$ cat config.mk
export PLATFORM = sky130hd
export DESIGN_NAME = c_source_lexer
export DESIGN_NICKNAME = d
export VERILOG_FILES = /design/src/design/clx_pkg.sv /design/src/design/clx_core.sv /design/src/design/clx_fifo.sv /design/src/design/c_source_lexer.sv
export SDC_FILE = /design/constraint.sdc
export NUM_CORES = 1
export LEC_CHECK = 0
export BUFFER_PORTS_ARGS = -buffer_cell sky130_fd_sc_hd__clkbuf_2
export CORE_ASPECT_RATIO = 1.4
export CORE_MARGIN = 4
export CORE_UTILIZATION = 50
export DETAILED_ROUTE_END_ITERATION = 10
export GPL_TIMING_DRIVEN = 1
export MAX_ROUTING_LAYER = met4
export PLACE_DENSITY = 0.67
export SETUP_SLACK_MARGIN = 0.15
export SLEW_MARGIN = 20
export SYNTH_ARGS = -nofsm -noshare
export SYNTH_HDL_FRONTEND = slang
export SYNTH_SLANG_ARGS = --single-unit
$ cat constraint.sdc
create_clock -name clk_i -period 6.7 [get_ports clk_i]
set_input_delay 0.335 -clock clk_i [delete_from_list [all_inputs] [get_ports clk_i]]
set_output_delay 0.335 -clock clk_i [all_outputs]
set_load 0.02 [all_outputs]
$ cat src/design/clx_pkg.sv
// Shared types, constants and byte classifiers for the C source lexer.
package clx_pkg;

  // Counter widths
  localparam int unsigned LINE_BITS   = 20;
  localparam int unsigned COLUMN_BITS = 16;
  localparam int unsigned OFFSET_BITS = 24;
  localparam int unsigned LENGTH_BITS = 16;

  // Token queue geometry
  localparam int unsigned QDEPTH    = 4;
  localparam int unsigned QPTR_BITS = $clog2(QDEPTH);
  localparam int unsigned QCNT_BITS = $clog2(QDEPTH + 1);

  // Token kinds
  localparam logic [4:0] K_UNKNOWN = 5'd0;
  localparam logic [4:0] K_SLASH   = 5'd7;
  localparam logic [4:0] K_UNUSED  = 5'd11;
  localparam logic [4:0] K_IDENT   = 5'd24;
  localparam logic [4:0] K_STRING  = 5'd25;
  localparam logic [4:0] K_CHAR    = 5'd26;
  localparam logic [4:0] K_NUMBER  = 5'd27;
  localparam logic [4:0] K_END     = 5'd28;

  // Error codes
  localparam logic [1:0] E_NONE   = 2'd0;
  localparam logic [1:0] E_STRING = 2'd1;
  localparam logic [1:0] E_CHAR   = 2'd2;

  // Characters with a special role
  localparam logic [7:0] CH_NUL   = 8'h00;
  localparam logic [7:0] CH_HASH  = 8'h23;
  localparam logic [7:0] CH_SLASH = 8'h2F;
  localparam logic [7:0] CH_STAR  = 8'h2A;
  localparam logic [7:0] CH_USCORE = 8'h5F;
  localparam logic [7:0] CH_DOT   = 8'h2E;
  localparam logic [7:0] CH_BSL   = 8'h5C;
  localparam logic [7:0] CH_DQUOTE = 8'h22;
  localparam logic [7:0] CH_SQUOTE = 8'h27;
  localparam logic [7:0] CH_LF    = 8'h0A;
  localparam logic [7:0] CH_CR    = 8'h0D;

  typedef struct packed {
    logic [4:0]             kind;
    logic [LINE_BITS-1:0]   line;
    logic [COLUMN_BITS-1:0] column;
    logic [OFFSET_BITS-1:0] offset;
    logic [LENGTH_BITS-1:0] length;
    logic [1:0]             err;
    logic                   last;
  } token_t;

  // Up to two tokens produced by one byte, packed from slot 0
  typedef struct packed {
    logic [1:0] count;
    token_t     tok0;
    token_t     tok1;
  } push_t;

  function automatic logic is_nl(input logic [7:0] c);
    return (c == CH_LF) || (c == CH_CR);
  endfunction

  function automatic logic is_ws(input logic [7:0] c);
    return (c inside {8'h20, 8'h09, 8'h0C, 8'h0B}) || is_nl(c);
  endfunction

  function automatic logic is_alpha(input logic [7:0] c);
    return (c inside {[8'h61:8'h7A], [8'h41:8'h5A]});
  endfunction

  function automatic logic is_dig(input logic [7:0] c);
    return (c inside {[8'h30:8'h39]});
  endfunction

  // Kind of a single-character punctuator, K_UNKNOWN when not one
  function automatic logic [4:0] punct_kind(input logic [7:0] c);
    logic [4:0] k;
    case (c)
      8'h7B: k = 5'd1;
      8'h7D: k = 5'd2;
      8'h28: k = 5'd3;
      8'h29: k = 5'd4;
      8'h5B: k = 5'd5;
      8'h5D: k = 5'd6;
      8'h2A: k = 5'd8;
      8'h3B: k = 5'd9;
      8'h3A: k = 5'd10;
      8'h3D: k = 5'd12;
      8'h2E: k = 5'd13;
      8'h2C: k = 5'd14;
      8'h3C: k = 5'd15;
      8'h3E: k = 5'd16;
      8'h2B: k = 5'd17;
      8'h2D: k = 5'd18;
      8'h21: k = 5'd19;
      8'h26: k = 5'd20;
      8'h7C: k = 5'd21;
      8'h7E: k = 5'd22;
      8'h3F: k = 5'd23;
      default: k = K_UNKNOWN;
    endcase
    return k;
  endfunction

endpackage

$ cat src/design/clx_core.sv
// Lexer state, position counters and per-byte token decision.
module clx_core (
  input  logic            clk_i,
  input  logic            rst_ni,
  input  logic            en_i,
  input  logic [7:0]      char_i,
  output clx_pkg::push_t  push_o
);
  import clx_pkg::*;

  localparam logic [3:0] M_IDLE      = 4'd0;
  localparam logic [3:0] M_IDENT     = 4'd1;
  localparam logic [3:0] M_NUMBER    = 4'd2;
  localparam logic [3:0] M_SLASH     = 4'd3;
  localparam logic [3:0] M_SKIPLINE  = 4'd4;
  localparam logic [3:0] M_BLOCK     = 4'd5;
  localparam logic [3:0] M_BLOCKSTAR = 4'd6;
  localparam logic [3:0] M_STRING    = 4'd7;
  localparam logic [3:0] M_STRESC    = 4'd8;
  localparam logic [3:0] M_CHAR      = 4'd9;
  localparam logic [3:0] M_CHRESC    = 4'd10;

  logic [3:0]             mode_q, mode_d;
  logic [LINE_BITS-1:0]   line_q, line_d, line_inc;
  logic [COLUMN_BITS-1:0] col_q, col_d, col_inc;
  logic [OFFSET_BITS-1:0] off_q, off_d, off_inc;
  logic [LINE_BITS-1:0]   sline_q, sline_d;
  logic [COLUMN_BITS-1:0] scol_q, scol_d;
  logic [OFFSET_BITS-1:0] soff_q, soff_d;
  logic [LENGTH_BITS-1:0] len_q, len_d, len_inc;

  // Start-of-token decode for a byte seen with no token pending
  logic [3:0] st_mode;
  logic       st_begin;
  logic       st_emit;
  logic [4:0] st_kind;

  token_t     tok_a, tok_b;
  logic       a_vld, b_vld;

  // Saturating increments
  assign line_inc = (&line_q) ? line_q : line_q + LINE_BITS'(1);
  assign col_inc  = (&col_q)  ? col_q  : col_q + COLUMN_BITS'(1);
  assign off_inc  = (&off_q)  ? off_q  : off_q + OFFSET_BITS'(1);
  assign len_inc  = (&len_q)  ? len_q  : len_q + LENGTH_BITS'(1);

  // Classify a byte that opens a token
  always_comb begin
    st_mode  = M_IDLE;
    st_begin = 1'b0;
    st_emit  = 1'b0;
    st_kind  = K_UNKNOWN;
    if (is_ws(char_i)) begin
      st_emit = 1'b0;
    end else if (punct_kind(char_i) != K_UNKNOWN) begin
      st_emit = 1'b1;
      st_kind = punct_kind(char_i);
    end else if (char_i == CH_HASH) begin
      st_mode = M_SKIPLINE;
    end else if (char_i == CH_SLASH) begin
      st_mode  = M_SLASH;
      st_begin = 1'b1;
    end else if (char_i == CH_SQUOTE) begin
      st_mode  = M_CHAR;
      st_begin = 1'b1;
    end else if (char_i == CH_DQUOTE) begin
      st_mode  = M_STRING;
      st_begin = 1'b1;
    end else if (is_alpha(char_i) || char_i == CH_USCORE) begin
      st_mode  = M_IDENT;
      st_begin = 1'b1;
    end else if (is_dig(char_i)) begin
      st_mode  = M_NUMBER;
      st_begin = 1'b1;
    end else begin
      st_emit = 1'b1;
      st_kind = K_UNKNOWN;
    end
  end

  // Next state and the two token slots: pending token, then new or end token
  always_comb begin
    logic do_start;
    do_start = 1'b0;

    mode_d  = mode_q;
    sline_d = sline_q;
    scol_d  = scol_q;
    soff_d  = soff_q;
    len_d   = len_q;

    a_vld        = 1'b0;
    tok_a.kind   = K_UNKNOWN;
    tok_a.line   = sline_q;
    tok_a.column = scol_q;
    tok_a.offset = soff_q;
    tok_a.length = len_q;
    tok_a.err    = E_NONE;
    tok_a.last   = 1'b0;

    b_vld        = 1'b0;
    tok_b.kind   = st_kind;
    tok_b.line   = line_q;
    tok_b.column = col_q;
    tok_b.offset = off_q;
    tok_b.length = LENGTH_BITS'(1);
    tok_b.err    = E_NONE;
    tok_b.last   = 1'b0;

    if (char_i == CH_NUL) begin
      // Flush pending token, then emit end and return to reset state
      case (mode_q)
        M_IDENT: begin
          a_vld = 1'b1;
          tok_a.kind = K_IDENT;
        end
        M_NUMBER: begin
          a_vld = 1'b1;
          tok_a.kind = K_NUMBER;
        end
        M_SLASH: begin
          a_vld = 1'b1;
          tok_a.kind = K_SLASH;
        end
        M_STRING, M_STRESC: begin
          a_vld = 1'b1;
          tok_a.kind = K_STRING;
          tok_a.err  = E_STRING;
        end
        M_CHAR, M_CHRESC: begin
          a_vld = 1'b1;
          tok_a.kind = K_CHAR;
          tok_a.err  = E_CHAR;
        end
        default: a_vld = 1'b0;
      endcase
      b_vld        = 1'b1;
      tok_b.kind   = K_END;
      tok_b.length = '0;
      mode_d  = M_IDLE;
      sline_d = LINE_BITS'(1);
      scol_d  = COLUMN_BITS'(1);
      soff_d  = '0;
      len_d   = '0;
    end else begin
      case (mode_q)
        M_IDENT: begin
          if (is_alpha(char_i) || is_dig(char_i) || char_i == CH_USCORE) begin
            len_d = len_inc;
          end else begin
            a_vld      = 1'b1;
            tok_a.kind = K_IDENT;
            do_start   = 1'b1;
          end
        end
        M_NUMBER: begin
          if (is_dig(char_i) || char_i == CH_DOT) begin
            len_d = len_inc;
          end else begin
            a_vld      = 1'b1;
            tok_a.kind = K_NUMBER;
            do_start   = 1'b1;
          end
        end
        M_SLASH: begin
          if (char_i == CH_SLASH) begin
            mode_d = M_SKIPLINE;
          end else if (char_i == CH_STAR) begin
            mode_d = M_BLOCK;
          end else begin
            a_vld      = 1'b1;
            tok_a.kind = K_SLASH;
            do_start   = 1'b1;
          end
        end
        M_SKIPLINE: begin
          if (is_nl(char_i)) mode_d = M_IDLE;
        end
        M_BLOCK: begin
          if (char_i == CH_STAR) mode_d = M_BLOCKSTAR;
        end
        M_BLOCKSTAR: begin
          if (char_i == CH_SLASH) begin
            mode_d = M_IDLE;
          end else if (char_i != CH_STAR) begin
            mode_d = M_BLOCK;
          end
        end
        M_STRING: begin
          len_d = len_inc;
          if (char_i == CH_BSL) begin
            mode_d = M_STRESC;
          end else if (char_i == CH_DQUOTE) begin
            a_vld        = 1'b1;
            tok_a.kind   = K_STRING;
            tok_a.length = len_inc;
            mode_d       = M_IDLE;
          end
        end
        M_CHAR: begin
          len_d = len_inc;
          if (char_i == CH_BSL) begin
            mode_d = M_CHRESC;
          end else if (char_i == CH_SQUOTE) begin
            a_vld        = 1'b1;
            tok_a.kind   = K_CHAR;
            tok_a.length = len_inc;
            mode_d       = M_IDLE;
          end
        end
        M_STRESC: begin
          len_d  = len_inc;
          mode_d = M_STRING;
        end
        M_CHRESC: begin
          len_d  = len_inc;
          mode_d = M_CHAR;
        end
        default: do_start = 1'b1;
      endcase

      // Lex the byte as the first of a new token
      if (do_start) begin
        mode_d = st_mode;
        b_vld  = st_emit;
        if (st_begin) begin
          sline_d = line_q;
          scol_d  = col_q;
          soff_d  = off_q;
          len_d   = LENGTH_BITS'(1);
        end
      end
    end
  end

  // Advance the position counters
  always_comb begin
    if (char_i == CH_NUL) begin
      line_d = LINE_BITS'(1);
      col_d  = COLUMN_BITS'(1);
      off_d  = '0;
    end else begin
      line_d = is_nl(char_i) ? line_inc : line_q;
      col_d  = is_nl(char_i) ? COLUMN_BITS'(1) : col_inc;
      off_d  = off_inc;
    end
  end

  // Pack valid tokens from slot 0 and flag the final one
  always_comb begin
    push_o.tok0 = a_vld ? tok_a : tok_b;
    push_o.tok1 = tok_b;
    if (a_vld && b_vld) begin
      push_o.count     = 2'd2;
      push_o.tok1.last = 1'b1;
    end else begin
      push_o.count     = (a_vld || b_vld) ? 2'd1 : 2'd0;
      push_o.tok0.last = 1'b1;
    end
    if (!en_i) push_o.count = 2'd0;
  end

  // Hold state unless a byte is processed
  always_ff @(posedge clk_i or negedge rst_ni) begin
    if (!rst_ni) begin
      mode_q  <= M_IDLE;
      line_q  <= LINE_BITS'(1);
      col_q   <= COLUMN_BITS'(1);
      off_q   <= '0;
      sline_q <= LINE_BITS'(1);
      scol_q  <= COLUMN_BITS'(1);
      soff_q  <= '0;
      len_q   <= '0;
    end else if (en_i) begin
      mode_q  <= mode_d;
      line_q  <= line_d;
      col_q   <= col_d;
      off_q   <= off_d;
      sline_q <= sline_d;
      scol_q  <= scol_d;
      soff_q  <= soff_d;
      len_q   <= len_d;
    end
  end

endmodule

$ cat src/design/clx_fifo.sv
// Token queue: takes up to two tokens a cycle, hands out one.
module clx_fifo (
  input  logic            clk_i,
  input  logic            rst_ni,
  input  clx_pkg::push_t  push_i,
  input  logic            pop_i,
  output clx_pkg::token_t head_o,
  output logic            empty_o,
  output logic            room_o
);
  import clx_pkg::*;

  token_t                mem_q [QDEPTH];
  logic [QPTR_BITS-1:0]  wr_q, rd_q, wr_nxt;
  logic [QCNT_BITS-1:0]  cnt_q;

  assign wr_nxt  = wr_q + QPTR_BITS'(1);
  assign head_o  = mem_q[rd_q];
  assign empty_o = (cnt_q == '0);
  // Room for a worst-case pair of tokens
  assign room_o  = (cnt_q <= QCNT_BITS'(QDEPTH - 2));

  // Store pushed tokens
  always_ff @(posedge clk_i) begin
    if (push_i.count != 2'd0) mem_q[wr_q] <= push_i.tok0;
    if (push_i.count == 2'd2) mem_q[wr_nxt] <= push_i.tok1;
  end

  // Advance pointers and occupancy
  always_ff @(posedge clk_i or negedge rst_ni) begin
    if (!rst_ni) begin
      wr_q  <= '0;
      rd_q  <= '0;
      cnt_q <= '0;
    end else begin
      wr_q  <= wr_q + QPTR_BITS'(push_i.count);
      if (pop_i) rd_q <= rd_q + QPTR_BITS'(1);
      cnt_q <= cnt_q + QCNT_BITS'(push_i.count) - QCNT_BITS'(pop_i);
    end
  end

endmodule

$ cat src/design/c_source_lexer.sv
// Top level of the streaming C source lexer.
//
//   channel   direction  handshake               payload
//   input     in         in_valid_i/in_ready_o   char_in_i
//   result    out        out_valid_o/out_ready_i token_kind_o .. last_of_run_o
//
// A byte is registered on acceptance and lexed once the queue has room; its
// tokens (zero, one or two) then go into a four-entry token queue, and the
// first token is visible in the cycle after that. One byte per cycle is
// sustained while each byte yields at most one token and the output is ready;
// bytes yielding two tokens fill the queue faster than it drains. Bytes wait
// in the input register while the queue has fewer than two free entries.
// Reset returns the lexer to line 1, column 1, offset 0 and empties the queue.
module c_source_lexer (
  input  logic        clk_i,
  input  logic        rst_ni,
  input  logic        in_valid_i,
  output logic        in_ready_o,
  input  logic [7:0]  char_in_i,
  output logic        out_valid_o,
  input  logic        out_ready_i,
  output logic [4:0]  token_kind_o,
  output logic [clx_pkg::LINE_BITS-1:0]   start_line_o,
  output logic [clx_pkg::COLUMN_BITS-1:0] start_column_o,
  output logic [clx_pkg::OFFSET_BITS-1:0] start_offset_o,
  output logic [clx_pkg::LENGTH_BITS-1:0] token_length_o,
  output logic [1:0]  error_code_o,
  output logic        last_of_run_o
);
  import clx_pkg::*;

  logic       byte_vld_q;
  logic [7:0] byte_q;
  logic       room, empty, proc;
  push_t      push;
  token_t     head;

  assign proc       = byte_vld_q && room;
  assign in_ready_o = !byte_vld_q || room;

  // Input register
  always_ff @(posedge clk_i or negedge rst_ni) begin
    if (!rst_ni) begin
      byte_vld_q <= 1'b0;
    end else if (in_ready_o) begin
      byte_vld_q <= in_valid_i;
    end
  end

  always_ff @(posedge clk_i) begin
    if (in_valid_i && in_ready_o) byte_q <= char_in_i;
  end

  clx_core u_core (
    .clk_i  (clk_i),
    .rst_ni (rst_ni),
    .en_i   (proc),
    .char_i (byte_q),
    .push_o (push)
  );

  clx_fifo u_fifo (
    .clk_i   (clk_i),
    .rst_ni  (rst_ni),
    .push_i  (push),
    .pop_i   (out_valid_o && out_ready_i),
    .head_o  (head),
    .empty_o (empty),
    .room_o  (room)
  );

  // Drive result ports from the queue head
  assign out_valid_o    = !empty;
  assign token_kind_o   = head.kind;
  assign start_line_o   = head.line;
  assign start_column_o = head.column;
  assign start_offset_o = head.offset;
  assign token_length_o = head.length;
  assign error_code_o   = head.err;
  assign last_of_run_o  = head.last;

endmodule

==> run summary <==
The CTS clock-pin slew for the worst setup and hold paths came out at 0.06 ns. For the worst-skew pair, the clock arrives at the later sink with an insertion delay of 0.58 ns. The DRC marker count from the first detailed-route iteration was 1,546.

The count of buffers from port buffering works out to 97. Max-capacitance violation count: 0. In the routed layout, each cell is associated on average with a via count of 6.650. At the worst endpoint, the arrival time is 6.07 ns. Mean area per synthesized cell: 12.61 sq um.

The top cell types in the final layout, fill and taps aside, are sky130_fd_sc_hd__a22o_1, sky130_fd_sc_hd__edfxtp_1, sky130_fd_sc_hd__dfrtp_1. The clock drives 492 sinks. The power per standard cell area was 391.6 nW/um^2.

The post-synthesis simple-gate area fraction came out at 8.982%. The path type of the worst min-delay path is in2reg. For the global-route congestion overflow total, the log shows 0.

The logs give 98 for the boundary pin count and 1,923 for the count of nets after finishing. The vertical extent of the die was 268.0 um. The library cell used most frequently in the layout, excluding fill and tap cells, is sky130_fd_sc_hd__a22o_1. Setup slack on the critical path of the routed design comes to 1.068 ns. The count of TritonRoute iterations in the first routing pass is 5. The cell row count was 95; the post-synthesis sequential element count was 492. The Yosys step of the flow raised 0 warnings.

The run finished with clean final reports. VDD sags by at most 384.1 uV. Dividing the detail-routed wire length by the instance count gives 25.56 um. Buffer depth of the longest clock path: 3.

STA classifies the critical path startpoint as a flop. The repair_antennas step left the layout with diodes totalling 0. Number of different library cells in the post-synthesis netlist: 81. The initial cell density of the core is 50.40%, and the final cycle utilization of the critical path is 84.06%. Clock tree synthesis inserted a total of 47 buffers.

The area share of the largest cell type after synthesis was 34.33%. The count of fill cells added during filler insertion was 3,924; the deepest level of the CTS H-tree was 2. At the pin with the least slew margin, the transition time is 1.118 ns. Hold buffer count at cts: 10. Setup-violating endpoint count in the final report: 0.

In the routed design, unresolved DRC markers number 0. The setup path with the least slack is of type reg2reg. Of all nets on the critical path, the largest fanout is 36.

Data on the critical path is required at its endpoint by 7.14 ns. The logs give 0 for the number of gates given a new drive strength after cts and 81 for the pin count of the biggest net entering global routing. Of the cells placed in the final design, the portion with a size suffix greater than 1 is 17.95%.

The wire length of the first global-routing pass came out at 102,500 um. The share of the Yosys chip area taken by registers is 55.33%. The logs give 0 for the number of buffers inserted to repair setup after CTS and 17,080 for the vias after detailed routing.

The region available for standard cell placement spans 47,900 sq um. The tools report the synthesized netlist net count as 1,937. Area taken by multi-input logic gates: 9793 sq um.

The proportion of synthesized area in mux cells was 8.344%; the final hold violation count was 0. For the footprint of the flip-flops and latches, the log shows 13,370 sq um. The final count of pins violating max slew is 0. The biggest area consumer among synthesized cells was sky130_fd_sc_hd__edfxtp_1. After synthesis, the share of flip-flops with an asynchronous set or reset is 30.08%. The synthesized netlist devotes 20.46% of its cell area to compound gates. Setup repair after global routing left no endpoint under its margin. The tools report the worst hold slack across all endpoints as 0.1350 ns. The run gives 0.009363 uW as the static leakage. After Yosys synthesis, full adders, half adders and majority gates account for 0.5494% of the synthesized area. After synthesis, the cell types taking the most area are sky130_fd_sc_hd__edfxtp_1, sky130_fd_sc_hd__dfrtp_1, sky130_fd_sc_hd__a22o_1.

The area added between synthesis and finish works out to 10.74%. The dominant combinational cell family by area after synthesis is compound AO/OA/AOI/OAI gates. The synthesized area is 24,140 sq um, and the clock skew after layout is 0.01318 ns. TritonCTS built the clock tree. Summing the areas of all xor and xnor instances in the mapped netlist gives 1.923% of the synthesized area. Most common flop cell mapped by yosys: sky130_fd_sc_hd__edfxtp_1. The placed wire-length estimate came out at 39,330 um. In this run the remaining antenna-violating nets after routing total 0. The die covers 51,910 sq um.

Number of global-route vias before repair: 17,520. The die boundary width came out at 193.7 um. Element type at the critical path end: a flop. The worst pin sits at a relative slew slack of 25.46%. Summed over all layers, the routed wires come to 65,670 um. The final critical delay including setup and external delays is 5.632 ns. CTS placed an instance of sky130_fd_sc_hd__clkbuf_16 at the clock tree root. The weighted congestion reported at the end of routability-driven placement was 0.9495.

Prior to clock tree synthesis, the placed netlist has a worst setup slack of 1.138 ns. For this run, the top clock speed supported by timing is 0.1776 GHz. Counting flops with a built-in enable in the synthesized netlist gives 276. The initial antenna violation count came out at 0.

In the final timing run, aggregate negative setup slack is 0 ns. In the global route stage, overall resource usage came out at 25.63%. Counting every instance in the synthesized netlist gives 1,915.
[sequential cells by signal, summed over array words and instances (netlist names)]
register / cells
u_fifo.wr_q: 2
u_core.off_q: 24
u_core.line_q: 20
u_fifo.mem_q: 336
u_core.scol_q: 16
u_core.len_q: 16
byte_vld_q: 1
u_core.mode_q: 4
u_core.sline_q: 20
byte_q: 8
u_fifo.rd_q: 2
u_core.col_q: 16
u_core.soff_q: 24
u_fifo.cnt_q: 3
[cell usage after synthesis, types with 23 or more instances]
master	number
sky130_fd_sc_hd__nor3_1	39
sky130_fd_sc_hd__o21ai_0	53
sky130_fd_sc_hd__buf_1	24
sky130_fd_sc_hd__nand2_1	69
sky130_fd_sc_hd__nand4_1	23
sky130_fd_sc_hd__dfxtp_1	68
sky130_fd_sc_hd__nand3_1	38
sky130_fd_sc_hd__or3_1	26
sky130_fd_sc_hd__clkbuf_1	157
sky130_fd_sc_hd__inv_1	27
sky130_fd_sc_hd__o2bb2ai_1	50
sky130_fd_sc_hd__mux4_2	84
sky130_fd_sc_hd__nor2_1	87
sky130_fd_sc_hd__xnor2_1	49
sky130_fd_sc_hd__edfxtp_1	276
sky130_fd_sc_hd__dfrtp_1	144
sky130_fd_sc_hd__a22o_1	323
sky130_fd_sc_hd__a21oi_1	44
[worst paths after layout]
kind	slack [ns]	cells after the start	endpoint	start
min reg2reg	0.46	1	u_fifo.mem_q[1][10]	u_fifo.mem_q[1][10]
max in group asynchronous	4.76	3	u_core.sline_q[12]	rst_ni
max reg2reg	1.07	12	u_fifo.mem_q[3][28]	byte_q[2]
min	0.13	3	u_fifo.rd_q[0]	out_ready_i
max	1.07	12	u_fifo.mem_q[3][28]	byte_q[2]
min in group asynchronous	0.37	2	u_core.len_q[9]	rst_ni
[per-stage QoR]
step                      area, sq um  power (uW)  utilization (%)  std cells
final                           26740       10470            55.81       2569
after global routing            26740       10930            55.81       2569
after CTS                       26660       10500            55.66       2566
after detailed placement        24970        7760            52.13       2469
after global placement          24970        7700            52.13       2469
after floorplan                 24140        6512                -       1915
[report_power, final]
group	switching [uW]	internal, uW	total (uW)
Sequential	441	3790	4230
Combinational	2260	1230	3490
Clock	1170	1580	2750
[final cells by class]
class	instances	share of cell area [%]
inverters	29	0.4072
clock buffers	72	5.284
flip-flops and latches	492	49.99
clock inverters	15	0.6599
multi-input cells	1180	36.63
repair buffers	151	4.081
well taps	630	2.948
[kinds of logic after synthesis]
kind of cell               Yosys count
muxes                               96
DFF                                492
xor gates and xnor gates            53
buffers and inverters              243
and+or+nand+nor                    409
adders and majority gates           10
AOI/OAI and AO/OA                  612
[worst max-delay path, stage by stage, from the launching register on]
cell	delay (ns)
sky130_fd_sc_hd__edfxtp_1	0.87
sky130_fd_sc_hd__nor2_1	0.14
sky130_fd_sc_hd__a22oi_1	0.63
sky130_fd_sc_hd__nor2_1	0.08
sky130_fd_sc_hd__buf_4	0.23
sky130_fd_sc_hd__o31ai_4	0.63
sky130_fd_sc_hd__inv_2	0.29
sky130_fd_sc_hd__ha_1	0.48
sky130_fd_sc_hd__o211ai_1	0.23
sky130_fd_sc_hd__or2_2	0.52
sky130_fd_sc_hd__o21ai_4	0.83
sky130_fd_sc_hd__buf_12	0.31
sky130_fd_sc_hd__a22o_1	0.18
[layer usage]
layer | vias up | global-route usage, % | routed length (um)
li1 | 7551 | - | -
met1 | 8715 | 30.62 | 25490
met2 | 668 | 45.05 | 34240
met3 | 149 | 2.922 | 3473
met4 | 0 | 9.765 | 2464
met5 | - | - | 0
Power figures use the tool's default switching activity.
